--- src/rtl/core/arc_pkg.sv ---
// ----------------------------------------------------------------------------
// arc_pkg
// Constants and types shared by the ARC replacement engine.
// ----------------------------------------------------------------------------
package arc_pkg;

    localparam int MAX_CAPACITY = 16;
    localparam int PAGE_BITS    = 32;
    localparam int WORD_BITS    = 32;
    localparam int DIR_SIZE     = 2 * MAX_CAPACITY;
    localparam int IDX_W        = $clog2(DIR_SIZE);
    localparam int REC_W        = IDX_W;
    localparam int CNT_W        = $clog2(DIR_SIZE + 1);
    localparam int ENTRY_W      = PAGE_BITS + 2 + REC_W;
    localparam int CS_W         = 5;
    localparam int FOUND_W      = 3;
    localparam int ADDR_W       = 3;
    localparam int APB_W        = 32;
    localparam logic [CS_W-1:0] CS_RESET = CS_W'(8);

    localparam logic [ADDR_W-1:0] REG_CACHE_SIZE = '0;

    typedef enum logic [1:0] {
        L_T1 = 2'd0,
        L_T2 = 2'd1,
        L_B1 = 2'd2,
        L_B2 = 2'd3
    } list_t;

    typedef enum logic [FOUND_W-1:0] {
        FOUND_MISS = 3'd0,
        FOUND_T1   = 3'd1,
        FOUND_T2   = 3'd2,
        FOUND_B1   = 3'd3,
        FOUND_B2   = 3'd4
    } found_t;

endpackage

--- src/rtl/core/arc_req_if.sv ---
// ----------------------------------------------------------------------------
// arc_req_if
// Request channel: one page number per word.
// ----------------------------------------------------------------------------
interface arc_req_if;
    logic                           valid;
    logic                           ready;
    logic [arc_pkg::WORD_BITS-1:0]  page;

    modport source (output valid, output page, input ready);
    modport sink   (input valid, input page, output ready);
endinterface

--- src/rtl/core/arc_rsp_if.sv ---
// ----------------------------------------------------------------------------
// arc_rsp_if
// Result channel: lookup outcome, target and evictions per word.
// ----------------------------------------------------------------------------
interface arc_rsp_if;
    logic                           valid;
    logic                           ready;
    logic [arc_pkg::FOUND_W-1:0]    found_in;
    logic [arc_pkg::CS_W-1:0]       target_after;
    logic                           demoted_valid;
    logic [arc_pkg::WORD_BITS-1:0]  demoted_page;
    logic                           dropped_valid;
    logic [arc_pkg::WORD_BITS-1:0]  dropped_page;

    modport source (output valid, output found_in, output target_after,
                    output demoted_valid, output demoted_page,
                    output dropped_valid, output dropped_page, input ready);
    modport sink   (input valid, input found_in, input target_after,
                    input demoted_valid, input demoted_page,
                    input dropped_valid, input dropped_page, output ready);
endinterface

--- src/rtl/core/arc_ram.sv ---
// ----------------------------------------------------------------------------
// arc_ram
// Generic simple dual-port RAM, one write and one registered read port.
// ----------------------------------------------------------------------------
module arc_ram #(
    parameter int WIDTH = 8,
    parameter int DEPTH = 16
) (
    input  logic                     clk,
    input  logic                     we,
    input  logic [$clog2(DEPTH)-1:0] waddr,
    input  logic [WIDTH-1:0]         wdata,
    input  logic [$clog2(DEPTH)-1:0] raddr,
    output logic [WIDTH-1:0]         rdata
);

    logic [WIDTH-1:0] mem [DEPTH];

    always_ff @(posedge clk)
    begin
        if (we)
        begin
            mem[waddr] <= wdata;
        end
        rdata <= mem[raddr];
    end

endmodule

--- src/rtl/core/arc_cache_replacement.sv ---
// ----------------------------------------------------------------------------
// arc_cache_replacement
// ARC replacement engine: directory RAM, list counters and a pass sequencer.
// ----------------------------------------------------------------------------
// One request at a time. Every request runs a scan over the 32-entry
// directory RAM (one entry per cycle), a divide on a
// ghost hit, then one to three list updates (drop, demote, move/insert),
// each a single read plus a read-modify-write sweep of the RAM.
// The result sits in an output register, so the next request is taken
// while it waits. cache_size is clamped to 1..16.
module arc_cache_replacement (
    input  logic                         clk,
    input  logic                         rst_n,
    input  logic                         psel,
    input  logic                         penable,
    input  logic                         pwrite,
    input  logic [arc_pkg::ADDR_W-1:0]   paddr,
    input  logic [arc_pkg::APB_W-1:0]    pwdata,
    output logic [arc_pkg::APB_W-1:0]    prdata,
    output logic                         pready,
    arc_req_if.sink                      req,
    arc_rsp_if.source                    rsp
);

    localparam int IDX_W = arc_pkg::IDX_W;
    localparam int REC_W = arc_pkg::REC_W;
    localparam int CNT_W = arc_pkg::CNT_W;
    localparam int SEQ_W = IDX_W + 1;
    localparam int CS_W  = arc_pkg::CS_W;
    localparam int PB    = arc_pkg::PAGE_BITS;
    localparam logic [SEQ_W-1:0] PASS_LAST = SEQ_W'(arc_pkg::DIR_SIZE);
    localparam logic [SEQ_W-1:0] PASS_END  = SEQ_W'(arc_pkg::DIR_SIZE + 1);
    localparam logic [SEQ_W-1:0] DIV_END   = SEQ_W'(CNT_W - 1);
    localparam logic [REC_W-1:0] REC_ONE   = REC_W'(1);
    localparam logic [CNT_W-1:0] CNT_ONE   = CNT_W'(1);
    localparam logic [CNT_W-1:0] CNT_FULL  = CNT_W'(arc_pkg::DIR_SIZE);
    localparam logic [CS_W-1:0]  CAP       = CS_W'(arc_pkg::MAX_CAPACITY);

    typedef enum logic [8:0] {
        S_IDLE = 9'b000000001,
        S_SCAN = 9'b000000010,
        S_DIV  = 9'b000000100,
        S_PLAN = 9'b000001000,
        S_NEXT = 9'b000010000,
        S_RDE  = 9'b000100000,
        S_LAT  = 9'b001000000,
        S_PASS = 9'b010000000,
        S_DONE = 9'b100000000
    } state_t;

    typedef enum logic [1:0] {
        OP_DROP = 2'd0,
        OP_DEM  = 2'd1,
        OP_FIN  = 2'd2
    } op_kind_t;

    typedef struct packed {
        logic [IDX_W-1:0] idx;
        logic             has_dst;
        arc_pkg::list_t   dst;
        logic             is_new;
        op_kind_t         kind;
    } op_t;

    function automatic logic [CNT_W-1:0] cnt_sel(input arc_pkg::list_t l,
        input logic [CNT_W-1:0] a, input logic [CNT_W-1:0] b,
        input logic [CNT_W-1:0] c, input logic [CNT_W-1:0] d);
        logic [CNT_W-1:0] r;
        case (l)
            arc_pkg::L_T1: r = a;
            arc_pkg::L_T2: r = b;
            arc_pkg::L_B1: r = c;
            default:       r = d;
        endcase
        return r;
    endfunction

    function automatic logic [IDX_W-1:0] idx_sel(input arc_pkg::list_t l,
        input logic [IDX_W-1:0] a, input logic [IDX_W-1:0] b,
        input logic [IDX_W-1:0] c, input logic [IDX_W-1:0] d);
        logic [IDX_W-1:0] r;
        case (l)
            arc_pkg::L_T1: r = a;
            arc_pkg::L_T2: r = b;
            arc_pkg::L_B1: r = c;
            default:       r = d;
        endcase
        return r;
    endfunction

    function automatic logic [CNT_W-1:0] cnt_upd(input logic [CNT_W-1:0] v,
        input logic dec, input logic inc);
        logic [CNT_W-1:0] r;
        r = v;
        if (dec && (r != '0))
        begin
            r = r - CNT_ONE;
        end
        if (inc)
        begin
            r = r + CNT_ONE;
        end
        return r;
    endfunction

    state_t                  state_reg;
    logic [SEQ_W-1:0]        seq_reg;
    logic                    pv_reg;
    logic [IDX_W-1:0]        pidx_reg;
    logic [CS_W-1:0]         cache_size_reg;
    logic [CS_W-1:0]         p_reg;
    logic [arc_pkg::DIR_SIZE-1:0] valid_reg;
    logic [CNT_W-1:0]        cnt_t1_reg, cnt_t2_reg, cnt_b1_reg, cnt_b2_reg;
    logic [PB-1:0]           req_tag_reg;
    logic                    hit_reg;
    logic [IDX_W-1:0]        hit_idx_reg;
    arc_pkg::list_t          hit_list_reg;
    logic [3:0]              lru_have_reg;
    logic [IDX_W-1:0]        lru_idx_reg [4];
    logic [REC_W-1:0]        lru_rec_reg [4];
    logic                    free_have_reg;
    logic [IDX_W-1:0]        free_idx_reg;
    logic [CNT_W-1:0]        num_reg, den_reg, rem_reg, quo_reg;
    logic                    drop_pend_reg, dem_pend_reg, fin_pend_reg;
    op_t                     drop_op_reg, dem_op_reg, fin_op_reg, op_reg;
    logic                    old_valid_reg;
    arc_pkg::list_t          ol_reg;
    logic [REC_W-1:0]        or_reg;
    arc_pkg::found_t         found_reg;
    logic                    dem_v_reg, drp_v_reg;
    logic [PB-1:0]           dem_pg_reg, drp_pg_reg;
    logic                    out_v_reg;
    logic [arc_pkg::FOUND_W-1:0] out_found_reg;
    logic [CS_W-1:0]         out_p_reg;
    logic                    out_dem_v_reg, out_drp_v_reg;
    logic [arc_pkg::WORD_BITS-1:0] out_dem_pg_reg, out_drp_pg_reg;

    logic                    ram_we;
    logic [IDX_W-1:0]        ram_raddr;
    logic [arc_pkg::ENTRY_W-1:0] ram_wdata, ram_rdata;
    logic [PB-1:0]           rtag;
    arc_pkg::list_t          rlist;
    logic [REC_W-1:0]        rrec, new_rec;

    logic [CS_W-1:0]         c_eff;
    logic [CNT_W-1:0]        c_ext, res_cnt, tot_cnt, q_one;
    logic [CS_W+1:0]         p_sum;
    logic [CS_W-1:0]         plan_p;
    arc_pkg::list_t          first_l, from_l;
    logic                    plan_dem, plan_drop, plan_fin, full;
    op_t                     plan_dem_op, plan_drop_op, plan_fin_op;
    arc_pkg::found_t         plan_found;
    logic [CNT_W-1:0]        rem_try;
    logic                    cfg_wr, out_take, out_load;

    arc_ram #(
        .WIDTH (arc_pkg::ENTRY_W),
        .DEPTH (arc_pkg::DIR_SIZE)
    ) u_dir_ram (
        .clk   (clk),
        .we    (ram_we),
        .waddr (pidx_reg),
        .wdata (ram_wdata),
        .raddr (ram_raddr),
        .rdata (ram_rdata)
    );

    assign pready = 1'b1;
    assign cfg_wr = psel && penable && pwrite && (paddr == arc_pkg::REG_CACHE_SIZE);
    assign prdata = (paddr == arc_pkg::REG_CACHE_SIZE) ?
                    arc_pkg::APB_W'(cache_size_reg) : '0;

    assign req.ready = (state_reg == S_IDLE);
    assign out_take  = out_v_reg && rsp.ready;
    assign out_load  = (state_reg == S_DONE) && (!out_v_reg || rsp.ready);

    assign rsp.valid         = out_v_reg;
    assign rsp.found_in      = out_found_reg;
    assign rsp.target_after  = out_p_reg;
    assign rsp.demoted_valid = out_dem_v_reg;
    assign rsp.demoted_page  = out_dem_pg_reg;
    assign rsp.dropped_valid = out_drp_v_reg;
    assign rsp.dropped_page  = out_drp_pg_reg;

    assign rtag  = ram_rdata[arc_pkg::ENTRY_W-1 -: PB];
    assign rlist = arc_pkg::list_t'(ram_rdata[REC_W+1:REC_W]);
    assign rrec  = ram_rdata[REC_W-1:0];

    // directory sweep: read one entry, write back the renumbered entry
    always_comb
    begin
        case (state_reg)
            S_SCAN, S_PASS: ram_raddr = seq_reg[IDX_W-1:0];
            S_RDE:          ram_raddr = op_reg.idx;
            default:        ram_raddr = '0;
        endcase
        ram_we    = 1'b0;
        new_rec   = rrec;
        ram_wdata = ram_rdata;
        if ((state_reg == S_PASS) && pv_reg)
        begin
            if (pidx_reg == op_reg.idx)
            begin
                ram_we    = op_reg.has_dst;
                ram_wdata = {(op_reg.is_new ? req_tag_reg : rtag), op_reg.dst, {REC_W{1'b0}}};
            end
            else
            begin
                ram_we = valid_reg[pidx_reg];
                if (old_valid_reg && (rlist == ol_reg) && (rrec > or_reg))
                begin
                    new_rec = new_rec - REC_ONE;
                end
                if (op_reg.has_dst && (rlist == op_reg.dst))
                begin
                    new_rec = new_rec + REC_ONE;
                end
                ram_wdata = {rtag, rlist, new_rec};
            end
        end
    end

    assign rem_try = {rem_reg[CNT_W-2:0], num_reg[CNT_W-1]};

    // decision after scan and divide
    always_comb
    begin
        if (cache_size_reg == '0)
        begin
            c_eff = CS_W'(1);
        end
        else if (cache_size_reg > CAP)
        begin
            c_eff = CAP;
        end
        else
        begin
            c_eff = cache_size_reg;
        end
        c_ext   = CNT_W'(c_eff);
        res_cnt = cnt_t1_reg + cnt_t2_reg;
        tot_cnt = res_cnt + cnt_b1_reg + cnt_b2_reg;
        full    = (res_cnt >= c_ext);
        q_one   = (quo_reg == '0) ? CNT_ONE : quo_reg;
        p_sum   = (CS_W+2)'(p_reg) + (CS_W+2)'(q_one);
        plan_p  = p_reg;
        first_l = arc_pkg::L_T1;
        plan_found = arc_pkg::FOUND_MISS;
        plan_dem   = 1'b0;
        plan_drop  = 1'b0;
        plan_fin   = 1'b0;
        plan_dem_op  = '{idx: '0, has_dst: 1'b1, dst: arc_pkg::L_B1, is_new: 1'b0,
                         kind: OP_DEM};
        plan_drop_op = '{idx: '0, has_dst: 1'b0, dst: arc_pkg::L_B1, is_new: 1'b0,
                         kind: OP_DROP};
        plan_fin_op  = '{idx: hit_idx_reg, has_dst: 1'b1, dst: arc_pkg::L_T2,
                         is_new: 1'b0, kind: OP_FIN};
        if (hit_reg)
        begin
            plan_found = arc_pkg::found_t'({1'b0, hit_list_reg} + 3'd1);
            plan_fin   = 1'b1;
            if (hit_list_reg == arc_pkg::L_B1)
            begin
                plan_p  = (p_sum > (CS_W+2)'(c_eff)) ? c_eff : p_sum[CS_W-1:0];
                first_l = (cnt_t1_reg <= CNT_W'(plan_p)) ? arc_pkg::L_T2 : arc_pkg::L_T1;
            end
            else if (hit_list_reg == arc_pkg::L_B2)
            begin
                plan_p  = (CNT_W'(p_reg) > q_one) ? (p_reg - CS_W'(q_one)) : '0;
                first_l = (cnt_t1_reg >= CNT_W'(plan_p)) ? arc_pkg::L_T1 : arc_pkg::L_T2;
            end
        end
        else
        begin
            first_l = arc_pkg::L_T1;
        end
        from_l = first_l;
        if (cnt_sel(first_l, cnt_t1_reg, cnt_t2_reg, cnt_b1_reg, cnt_b2_reg) == '0)
        begin
            from_l = (first_l == arc_pkg::L_T1) ? arc_pkg::L_T2 : arc_pkg::L_T1;
        end
        plan_dem_op.idx = idx_sel(from_l, lru_idx_reg[0], lru_idx_reg[1],
                                  lru_idx_reg[2], lru_idx_reg[3]);
        plan_dem_op.dst = (from_l == arc_pkg::L_T1) ? arc_pkg::L_B1 : arc_pkg::L_B2;
        if (cnt_sel(from_l, cnt_t1_reg, cnt_t2_reg, cnt_b1_reg, cnt_b2_reg) != '0)
        begin
            plan_dem = hit_reg ? hit_list_reg[1] : full;
        end
        if (!hit_reg)
        begin
            if ((full && (tot_cnt >= {c_ext[CNT_W-2:0], 1'b0})) || (tot_cnt >= CNT_FULL))
            begin
                if (cnt_b1_reg != '0)
                begin
                    plan_drop        = 1'b1;
                    plan_drop_op.idx = lru_idx_reg[2];
                end
                else if (cnt_b2_reg != '0)
                begin
                    plan_drop        = 1'b1;
                    plan_drop_op.idx = lru_idx_reg[3];
                end
            end
            plan_fin_op.dst    = arc_pkg::L_T1;
            plan_fin_op.is_new = 1'b1;
            if (free_have_reg)
            begin
                plan_fin        = 1'b1;
                plan_fin_op.idx = free_idx_reg;
            end
            else if (plan_drop)
            begin
                plan_fin        = 1'b1;
                plan_fin_op.idx = plan_drop_op.idx;
            end
        end
    end

    always_ff @(posedge clk or negedge rst_n)
    begin
        if (!rst_n)
        begin
            state_reg      <= S_IDLE;
            seq_reg        <= '0;
            pv_reg         <= 1'b0;
            cache_size_reg <= arc_pkg::CS_RESET;
            p_reg          <= '0;
            valid_reg      <= '0;
            cnt_t1_reg     <= '0;
            cnt_t2_reg     <= '0;
            cnt_b1_reg     <= '0;
            cnt_b2_reg     <= '0;
            drop_pend_reg  <= 1'b0;
            dem_pend_reg   <= 1'b0;
            fin_pend_reg   <= 1'b0;
            out_v_reg      <= 1'b0;
        end
        else
        begin
            if (cfg_wr)
            begin
                cache_size_reg <= pwdata[CS_W-1:0];
            end
            if (out_load)
            begin
                out_v_reg <= 1'b1;
            end
            else if (out_take)
            begin
                out_v_reg <= 1'b0;
            end
            pv_reg <= ((state_reg == S_SCAN) || (state_reg == S_PASS)) &&
                      (seq_reg < PASS_LAST);
            case (state_reg)
                S_IDLE:
                begin
                    if (req.valid)
                    begin
                        seq_reg   <= '0;
                        state_reg <= S_SCAN;
                    end
                end
                S_SCAN:
                begin
                    if (seq_reg == PASS_END)
                    begin
                        seq_reg <= '0;
                        if (hit_reg && hit_list_reg[1])
                        begin
                            state_reg <= S_DIV;
                        end
                        else
                        begin
                            state_reg <= S_PLAN;
                        end
                    end
                    else
                    begin
                        seq_reg <= seq_reg + SEQ_W'(1);
                    end
                end
                S_DIV:
                begin
                    seq_reg <= seq_reg + SEQ_W'(1);
                    if (seq_reg == DIV_END)
                    begin
                        state_reg <= S_PLAN;
                    end
                end
                S_PLAN:
                begin
                    p_reg         <= plan_p;
                    drop_pend_reg <= plan_drop;
                    dem_pend_reg  <= plan_dem;
                    fin_pend_reg  <= plan_fin;
                    state_reg     <= S_NEXT;
                end
                S_NEXT:
                begin
                    if (drop_pend_reg)
                    begin
                        drop_pend_reg <= 1'b0;
                        state_reg     <= S_RDE;
                    end
                    else if (dem_pend_reg)
                    begin
                        dem_pend_reg <= 1'b0;
                        state_reg    <= S_RDE;
                    end
                    else if (fin_pend_reg)
                    begin
                        fin_pend_reg <= 1'b0;
                        state_reg    <= S_RDE;
                    end
                    else
                    begin
                        state_reg <= S_DONE;
                    end
                end
                S_RDE:
                begin
                    state_reg <= S_LAT;
                end
                S_LAT:
                begin
                    cnt_t1_reg <= cnt_upd(cnt_t1_reg,
                        valid_reg[op_reg.idx] && (rlist == arc_pkg::L_T1),
                        op_reg.has_dst && (op_reg.dst == arc_pkg::L_T1));
                    cnt_t2_reg <= cnt_upd(cnt_t2_reg,
                        valid_reg[op_reg.idx] && (rlist == arc_pkg::L_T2),
                        op_reg.has_dst && (op_reg.dst == arc_pkg::L_T2));
                    cnt_b1_reg <= cnt_upd(cnt_b1_reg,
                        valid_reg[op_reg.idx] && (rlist == arc_pkg::L_B1),
                        op_reg.has_dst && (op_reg.dst == arc_pkg::L_B1));
                    cnt_b2_reg <= cnt_upd(cnt_b2_reg,
                        valid_reg[op_reg.idx] && (rlist == arc_pkg::L_B2),
                        op_reg.has_dst && (op_reg.dst == arc_pkg::L_B2));
                    seq_reg   <= '0;
                    state_reg <= S_PASS;
                end
                S_PASS:
                begin
                    seq_reg <= seq_reg + SEQ_W'(1);
                    if (seq_reg == PASS_END)
                    begin
                        valid_reg[op_reg.idx] <= op_reg.has_dst;
                        state_reg <= S_NEXT;
                    end
                end
                S_DONE:
                begin
                    if (out_load)
                    begin
                        state_reg <= S_IDLE;
                    end
                end
                default:
                begin
                    state_reg <= S_IDLE;
                end
            endcase
        end
    end

    // payload and per-request working registers
    always_ff @(posedge clk)
    begin
        pidx_reg <= seq_reg[IDX_W-1:0];
        if ((state_reg == S_IDLE) && req.valid)
        begin
            req_tag_reg   <= req.page[PB-1:0];
            hit_reg       <= 1'b0;
            lru_have_reg  <= '0;
            free_have_reg <= 1'b0;
            dem_v_reg     <= 1'b0;
            drp_v_reg     <= 1'b0;
            dem_pg_reg    <= '0;
            drp_pg_reg    <= '0;
        end
        if ((state_reg == S_SCAN) && pv_reg)
        begin
            if (valid_reg[pidx_reg])
            begin
                if (rtag == req_tag_reg)
                begin
                    hit_reg      <= 1'b1;
                    hit_idx_reg  <= pidx_reg;
                    hit_list_reg <= rlist;
                end
                for (int l = 0; l < 4; l++)
                begin
                    if ((rlist == arc_pkg::list_t'(l)) &&
                        (!lru_have_reg[l] || (rrec > lru_rec_reg[l])))
                    begin
                        lru_have_reg[l] <= 1'b1;
                        lru_idx_reg[l]  <= pidx_reg;
                        lru_rec_reg[l]  <= rrec;
                    end
                end
            end
            else if (!free_have_reg)
            begin
                free_have_reg <= 1'b1;
                free_idx_reg  <= pidx_reg;
            end
        end
        if ((state_reg == S_SCAN) && (seq_reg == PASS_END))
        begin
            rem_reg <= '0;
            quo_reg <= '0;
            if (hit_list_reg == arc_pkg::L_B1)
            begin
                num_reg <= cnt_b2_reg;
                den_reg <= cnt_b1_reg;
            end
            else
            begin
                num_reg <= cnt_b1_reg + cnt_b2_reg - CNT_ONE;
                den_reg <= cnt_b2_reg;
            end
        end
        if (state_reg == S_DIV)
        begin
            num_reg <= {num_reg[CNT_W-2:0], 1'b0};
            if (rem_try >= den_reg)
            begin
                rem_reg <= rem_try - den_reg;
                quo_reg <= {quo_reg[CNT_W-2:0], 1'b1};
            end
            else
            begin
                rem_reg <= rem_try;
                quo_reg <= {quo_reg[CNT_W-2:0], 1'b0};
            end
        end
        if (state_reg == S_PLAN)
        begin
            found_reg   <= plan_found;
            drop_op_reg <= plan_drop_op;
            dem_op_reg  <= plan_dem_op;
            fin_op_reg  <= plan_fin_op;
        end
        if (state_reg == S_NEXT)
        begin
            if (drop_pend_reg)
            begin
                op_reg <= drop_op_reg;
            end
            else if (dem_pend_reg)
            begin
                op_reg <= dem_op_reg;
            end
            else
            begin
                op_reg <= fin_op_reg;
            end
        end
        if (state_reg == S_LAT)
        begin
            old_valid_reg <= valid_reg[op_reg.idx];
            ol_reg        <= rlist;
            or_reg        <= rrec;
            if (op_reg.kind == OP_DROP)
            begin
                drp_v_reg  <= 1'b1;
                drp_pg_reg <= rtag;
            end
            else if (op_reg.kind == OP_DEM)
            begin
                dem_v_reg  <= 1'b1;
                dem_pg_reg <= rtag;
            end
        end
        if (out_load)
        begin
            out_found_reg  <= found_reg;
            out_p_reg      <= p_reg;
            out_dem_v_reg  <= dem_v_reg;
            out_drp_v_reg  <= drp_v_reg;
            out_dem_pg_reg <= arc_pkg::WORD_BITS'(dem_pg_reg);
            out_drp_pg_reg <= arc_pkg::WORD_BITS'(drp_pg_reg);
        end
    end

endmodule

--- src/flat_wrapper.sv ---
// flat-port wrapper written by rule: the top's interface ports become plain ports
module arc_cache_replacement_flat 
  (clk, rst_n, psel, penable, pwrite, paddr, pwdata, prdata, pready, req_valid, req_page, req_ready, rsp_valid, rsp_found_in, rsp_target_after, rsp_demoted_valid, rsp_demoted_page, rsp_dropped_valid, rsp_dropped_page, rsp_ready);
  arc_req_if req_i ();
  arc_rsp_if rsp_i ();
  input  logic clk;
  input  logic rst_n;
  input  logic psel;
  input  logic penable;
  input  logic pwrite;
  input  logic [arc_pkg::ADDR_W-1:0] paddr;
  input  logic [arc_pkg::APB_W-1:0] pwdata;
  output logic [arc_pkg::APB_W-1:0] prdata;
  output logic pready;
  input wire logic [$bits(req_i.valid)-1:0] req_valid;
  input wire logic [$bits(req_i.page)-1:0] req_page;
  output wire logic [$bits(req_i.ready)-1:0] req_ready;
  output wire logic [$bits(rsp_i.valid)-1:0] rsp_valid;
  output wire logic [$bits(rsp_i.found_in)-1:0] rsp_found_in;
  output wire logic [$bits(rsp_i.target_after)-1:0] rsp_target_after;
  output wire logic [$bits(rsp_i.demoted_valid)-1:0] rsp_demoted_valid;
  output wire logic [$bits(rsp_i.demoted_page)-1:0] rsp_demoted_page;
  output wire logic [$bits(rsp_i.dropped_valid)-1:0] rsp_dropped_valid;
  output wire logic [$bits(rsp_i.dropped_page)-1:0] rsp_dropped_page;
  input wire logic [$bits(rsp_i.ready)-1:0] rsp_ready;
  assign req_i.valid = req_valid;
  assign req_i.page = req_page;
  assign req_ready = req_i.ready;
  assign rsp_valid = rsp_i.valid;
  assign rsp_found_in = rsp_i.found_in;
  assign rsp_target_after = rsp_i.target_after;
  assign rsp_demoted_valid = rsp_i.demoted_valid;
  assign rsp_demoted_page = rsp_i.demoted_page;
  assign rsp_dropped_valid = rsp_i.dropped_valid;
  assign rsp_dropped_page = rsp_i.dropped_page;
  assign rsp_i.ready = rsp_ready;
  arc_cache_replacement u_core (.clk(clk), .rst_n(rst_n), .psel(psel), .penable(penable), .pwrite(pwrite), .paddr(paddr), .pwdata(pwdata), .prdata(prdata), .pready(pready), .req(req_i), .rsp(rsp_i));
endmodule
--- config.mk ---
export PLATFORM = sky130hd
export DESIGN_NAME = arc_cache_replacement_flat
export DESIGN_NICKNAME = d
export VERILOG_FILES = /design/src/rtl/core/arc_pkg.sv /design/src/rtl/core/arc_req_if.sv /design/src/rtl/core/arc_rsp_if.sv /design/src/rtl/core/arc_ram.sv /design/src/rtl/core/arc_cache_replacement.sv /design/src/flat_wrapper.sv
export SDC_FILE = /design/constraint.sdc
export NUM_CORES = 2
export LEC_CHECK = 0
export ABC_CLOCK_PERIOD_IN_PS = 14700
export BUFFER_PORTS_ARGS = -buffer_cell sky130_fd_sc_hd__buf_2
export CAP_MARGIN = 10
export CORE_MARGIN = 2
export CORE_UTILIZATION = 50
export DETAILED_ROUTE_END_ITERATION = 16
export GPL_ROUTABILITY_DRIVEN = 1
export GPL_TIMING_DRIVEN = 1
export HOLD_SLACK_MARGIN = 0.05
export PLACE_DENSITY = 0.66
export SLEW_MARGIN = 20
export SYNTH_ARGS = -nofsm -noshare
export SYNTH_HDL_FRONTEND = slang
export SYNTH_SLANG_ARGS = --single-unit
--- constraint.sdc ---
create_clock -name clk -period 14.7 [get_ports clk]
set_clock_uncertainty 0.1 [all_clocks]
set_input_delay 2.205 -clock clk [delete_from_list [all_inputs] [get_ports clk]]
set_output_delay 2.205 -clock clk [all_outputs]
set_load 0.03 [all_outputs]
==> summary.md <==
| Metric | Value |
|---|---|
| Initial core utilization | approximately half |
| Critical Path End Type | register |
| Reg clk slew, reported paths | around 60 ps |
| Layout cells sized above 1 | between 10% and 20% |
| TritonCTS clock tree | built |
| Hold slack | 328 ps |
| CTS buffer count | 170 |
| Io pins | 183 |
| Slew Limit Fails | 0 |
| H-tree Lvls | 4 |
| Post-synth ARST share | 5.15% |
| Final setup fails | 0 |
| Postcts setup bufs | 0 |
| Synth Area per Inst | 13.2 um^2 |
| Cell count after synthesis | between 5000 and 6000 |
| ANT nets after route | 0 |
| Post-synthesis cell type count | 80 |
| Startpoint class of the critical path | register |
| PwrDens | 132 nW/um^2 |
| Core box area | 137000 um^2 |
| Die X | 375 um |
| Max cap viols | 0 |
| Iter 0 DRT Violations | 5082 |
| CTS sink cnt | 1671 |
| Tcrit/Tclk final | 40.1% |
| Port-buffer cells | 127 |
| Peak VDD IR | between 0.09 and 0.1 mV |
| Overflow after GRT | 0 |
| Regs by FF count | u_core.u_dir_ram.mem (1248), u_core.u_dir_ram.rdata (39) |
| Max-Slew Margin vs Limit | 25.4% |
| Drt drc | 0 |
| Cell Area, Synth | 68700 um^2 |
| Largest net degree at the start of global routing | 189 |
| Layout area overhead | 11.8% |
| Kind of critical path | register to register |
| Die ar. | around 140000 um^2 |
| Initial antenna violation count | 2 |
| Final min period | approximately 5900 ps |
| F_max | 170 MHz |
| Worst-Skew Late Latency | 810 ps |
| Final TNS setup | 0 ps |
| Number of core rows | 136 |
| Run status | complete, no violations |
| Die height | 375 um |
| Vias post-DR | 42421 |
| Most frequent cell after synthesis | edfxtp_1 |
| Number of synthesized flops with an enable pin | 1468 |
| Clk buf depth | 3 |
| Ys flop type | edfxtp_1 |
| Vias per cell | 5.87 |
| Root Driver | clkbuf_16 |
| Fin. Hold Viols | 0 |
| YS warnings | 0 |
| HPWL after DPL | 90600 um |
| Seq/Total Area, Yosys | 70.7% |
| Max reg flops | 1248 |
| All-Layer GR Usage | 25.2% |
| Yosys top cell area share | 64.1% |
| Slew @ Worst Pin | 1120 ps |
| GPL Wtd Cong | about 0.83 |
| Resize count post-CTS | 0 |
| Worst Path Max Fanout | 8 |
| Worst endpoint required time | about 15000 ps |
| Synth area leader | edfxtp_1 |
| # hold bufs at CTS | 0 |
| Final wirelength | 179000 um |
| Arr. time, crit path | 6350 ps |
| Number of synthesized register bits | 1671 |
| Top cells by count, synth | 1468 x edfxtp_1, 1252 x nand2_1, 422 x nand3_1 |
| Global-route wire length before repair | 262000 um |
| Leakage dissipation | 26.2 nW |
| Setup ws final | 8800 ps |
| RSZ-0062 raised after global routing | false |
| Hold Path Class | register to register |
| Final #Nets | 5469 |
| Dpl ws | 8790 ps |
| WL/cell | between 20 and 25 um |
| Share of the core filled with cells | 56.1% |
| Reg with most FFs | u_core.u_dir_ram.mem |
| Synth top area cells | edfxtp_1 64%, nand2_1 6.8%, dfxtp_1 3.4% |
| Antenna diodes | 0 |
| Pre-Repair DR Iteration Count | 6 |
| Vias in the first global route | 39895 |
[worst max-delay path, stage by stage, from the launching register on]
cell	delay [ps]
edfxtp_1	430
inv_1	140
a41o_1	220
ha_1	210
fa_1	430
xnor2_1	280
ha_1	300
o21a_1	110
o21a_1	160
o21a_1	160
o22ai_1	440
a21oi_1	120
a31oi_1	270
ha_1	310
nor2b_1	140
o21a_1	160
o21ai_0	160
nand2b_1	70
a21oi_1	140
a31oi_1	60
a21bo_2	220
a32oi_1	600
mux2_2	420
[kinds of logic (layout without fill, tap and decap cells)]
group | Yosys count | after routing | synth area share (%)
muxes | 244 | 244 | 3.85
xor gates and xnor gates | 106 | 106 | 1.35
and+or+nand+nor | 2053 | 2053 | 13.0
buffers and inverters | 424 | 636 | 2.83
other | 2 | 28 | 0.0109
AOI/OAI and AO/OA | 581 | 581 | 6.15
adders and majority gates | 112 | 112 | 2.16
DFF | 1671 | 1671 | 70.7
[worst paths after layout]
path	endpoint	depth (start not counted)	slack, ps	from
min in group asynchronous	u_core.cache_size_reg[1]$_DFFE_PN0P_	1	1160	rst_n
worst min-delay path	u_core.rsp.dropped_page[29]$_DFFE_PP_	0	330	u_core.drp_pg_reg[29]$_DFF_P_
worst max-delay path	u_core.dem_op_reg[10]$_DFFE_PP_	22	8800	u_core.quo_reg[1]$_SDFFCE_PN0P_
worst min register to register	u_core.rsp.dropped_page[29]$_DFFE_PP_	0	330	u_core.drp_pg_reg[29]$_DFF_P_
max in group asynchronous	u_core.valid_reg[26]$_DFFE_PN0P_	2	12370	rst_n
worst max register to register	u_core.dem_op_reg[10]$_DFFE_PP_	22	8800	u_core.quo_reg[1]$_SDFFCE_PN0P_
[metrics by stage]
step                cells  total power [mW]  instance area, um^2
floorplan            5219              5.79                68800
global placement     6903              6.00                71200
detailed placement   6904              6.02                71300
CTS                  7224              10.2                76800
global route         7225              10.5                76800
finish               7225              10.2                76800
[per-layer routing]
metal	vias up	wire [um]	GRT usage, %
met5	-	0	0
met3	265	16200	4.44
met2	1889	85700	41.1
met1	21036	72900	34.8
met4	0	4700	7.62
li1	19231	-	-
[where the power goes]
part	leakage (nW)	internal (mW)	switching, mW
logic	8.19	0.151	0.405
clock network	2.69	2.41	1.83
registers	15.3	5.28	0.0948
[placed cells by master (no fill, tap or decap), types with 16 or more instances in the layout]
cell type / n
clkbuf_8: 16
nor2b_1: 32
a2111oi_2: 40
nand4_1: 54
xor2_1: 60
a31oi_1: 126
nand2b_1: 18
dfxtp_1: 117
buf_4: 76
nand2_1: 1251
dfrtp_1: 84
clkinv_1: 22
mux2_2: 83
nor2_4: 32
edfxtp_1: 1468
a21oi_1: 55
clkbuf_1: 57
a21o_1: 22
buf_2: 126
ha_1: 100
nor4_1: 18
xnor2_1: 46
clkinv_2: 23
nor3_1: 30
a32oi_1: 121
mux2i_1: 153
clkbuf_16: 173
conb_1: 28
o21ai_0: 125
nor2_1: 115
nand3_1: 422
inv_1: 104
[area by class of cell]
class | instances | area (um^2)
flip-flops and latches | 1671 | 48600
clock inverters | 74 | 769
fillers | 10799 | 60200
clock buffers | 246 | 4760
repair buffers | 209 | 1340
multi-input cells | 3124 | 18700
inverters | 107 | 402
well taps | 1794 | 2240
(Power assumes the default switching activity.)
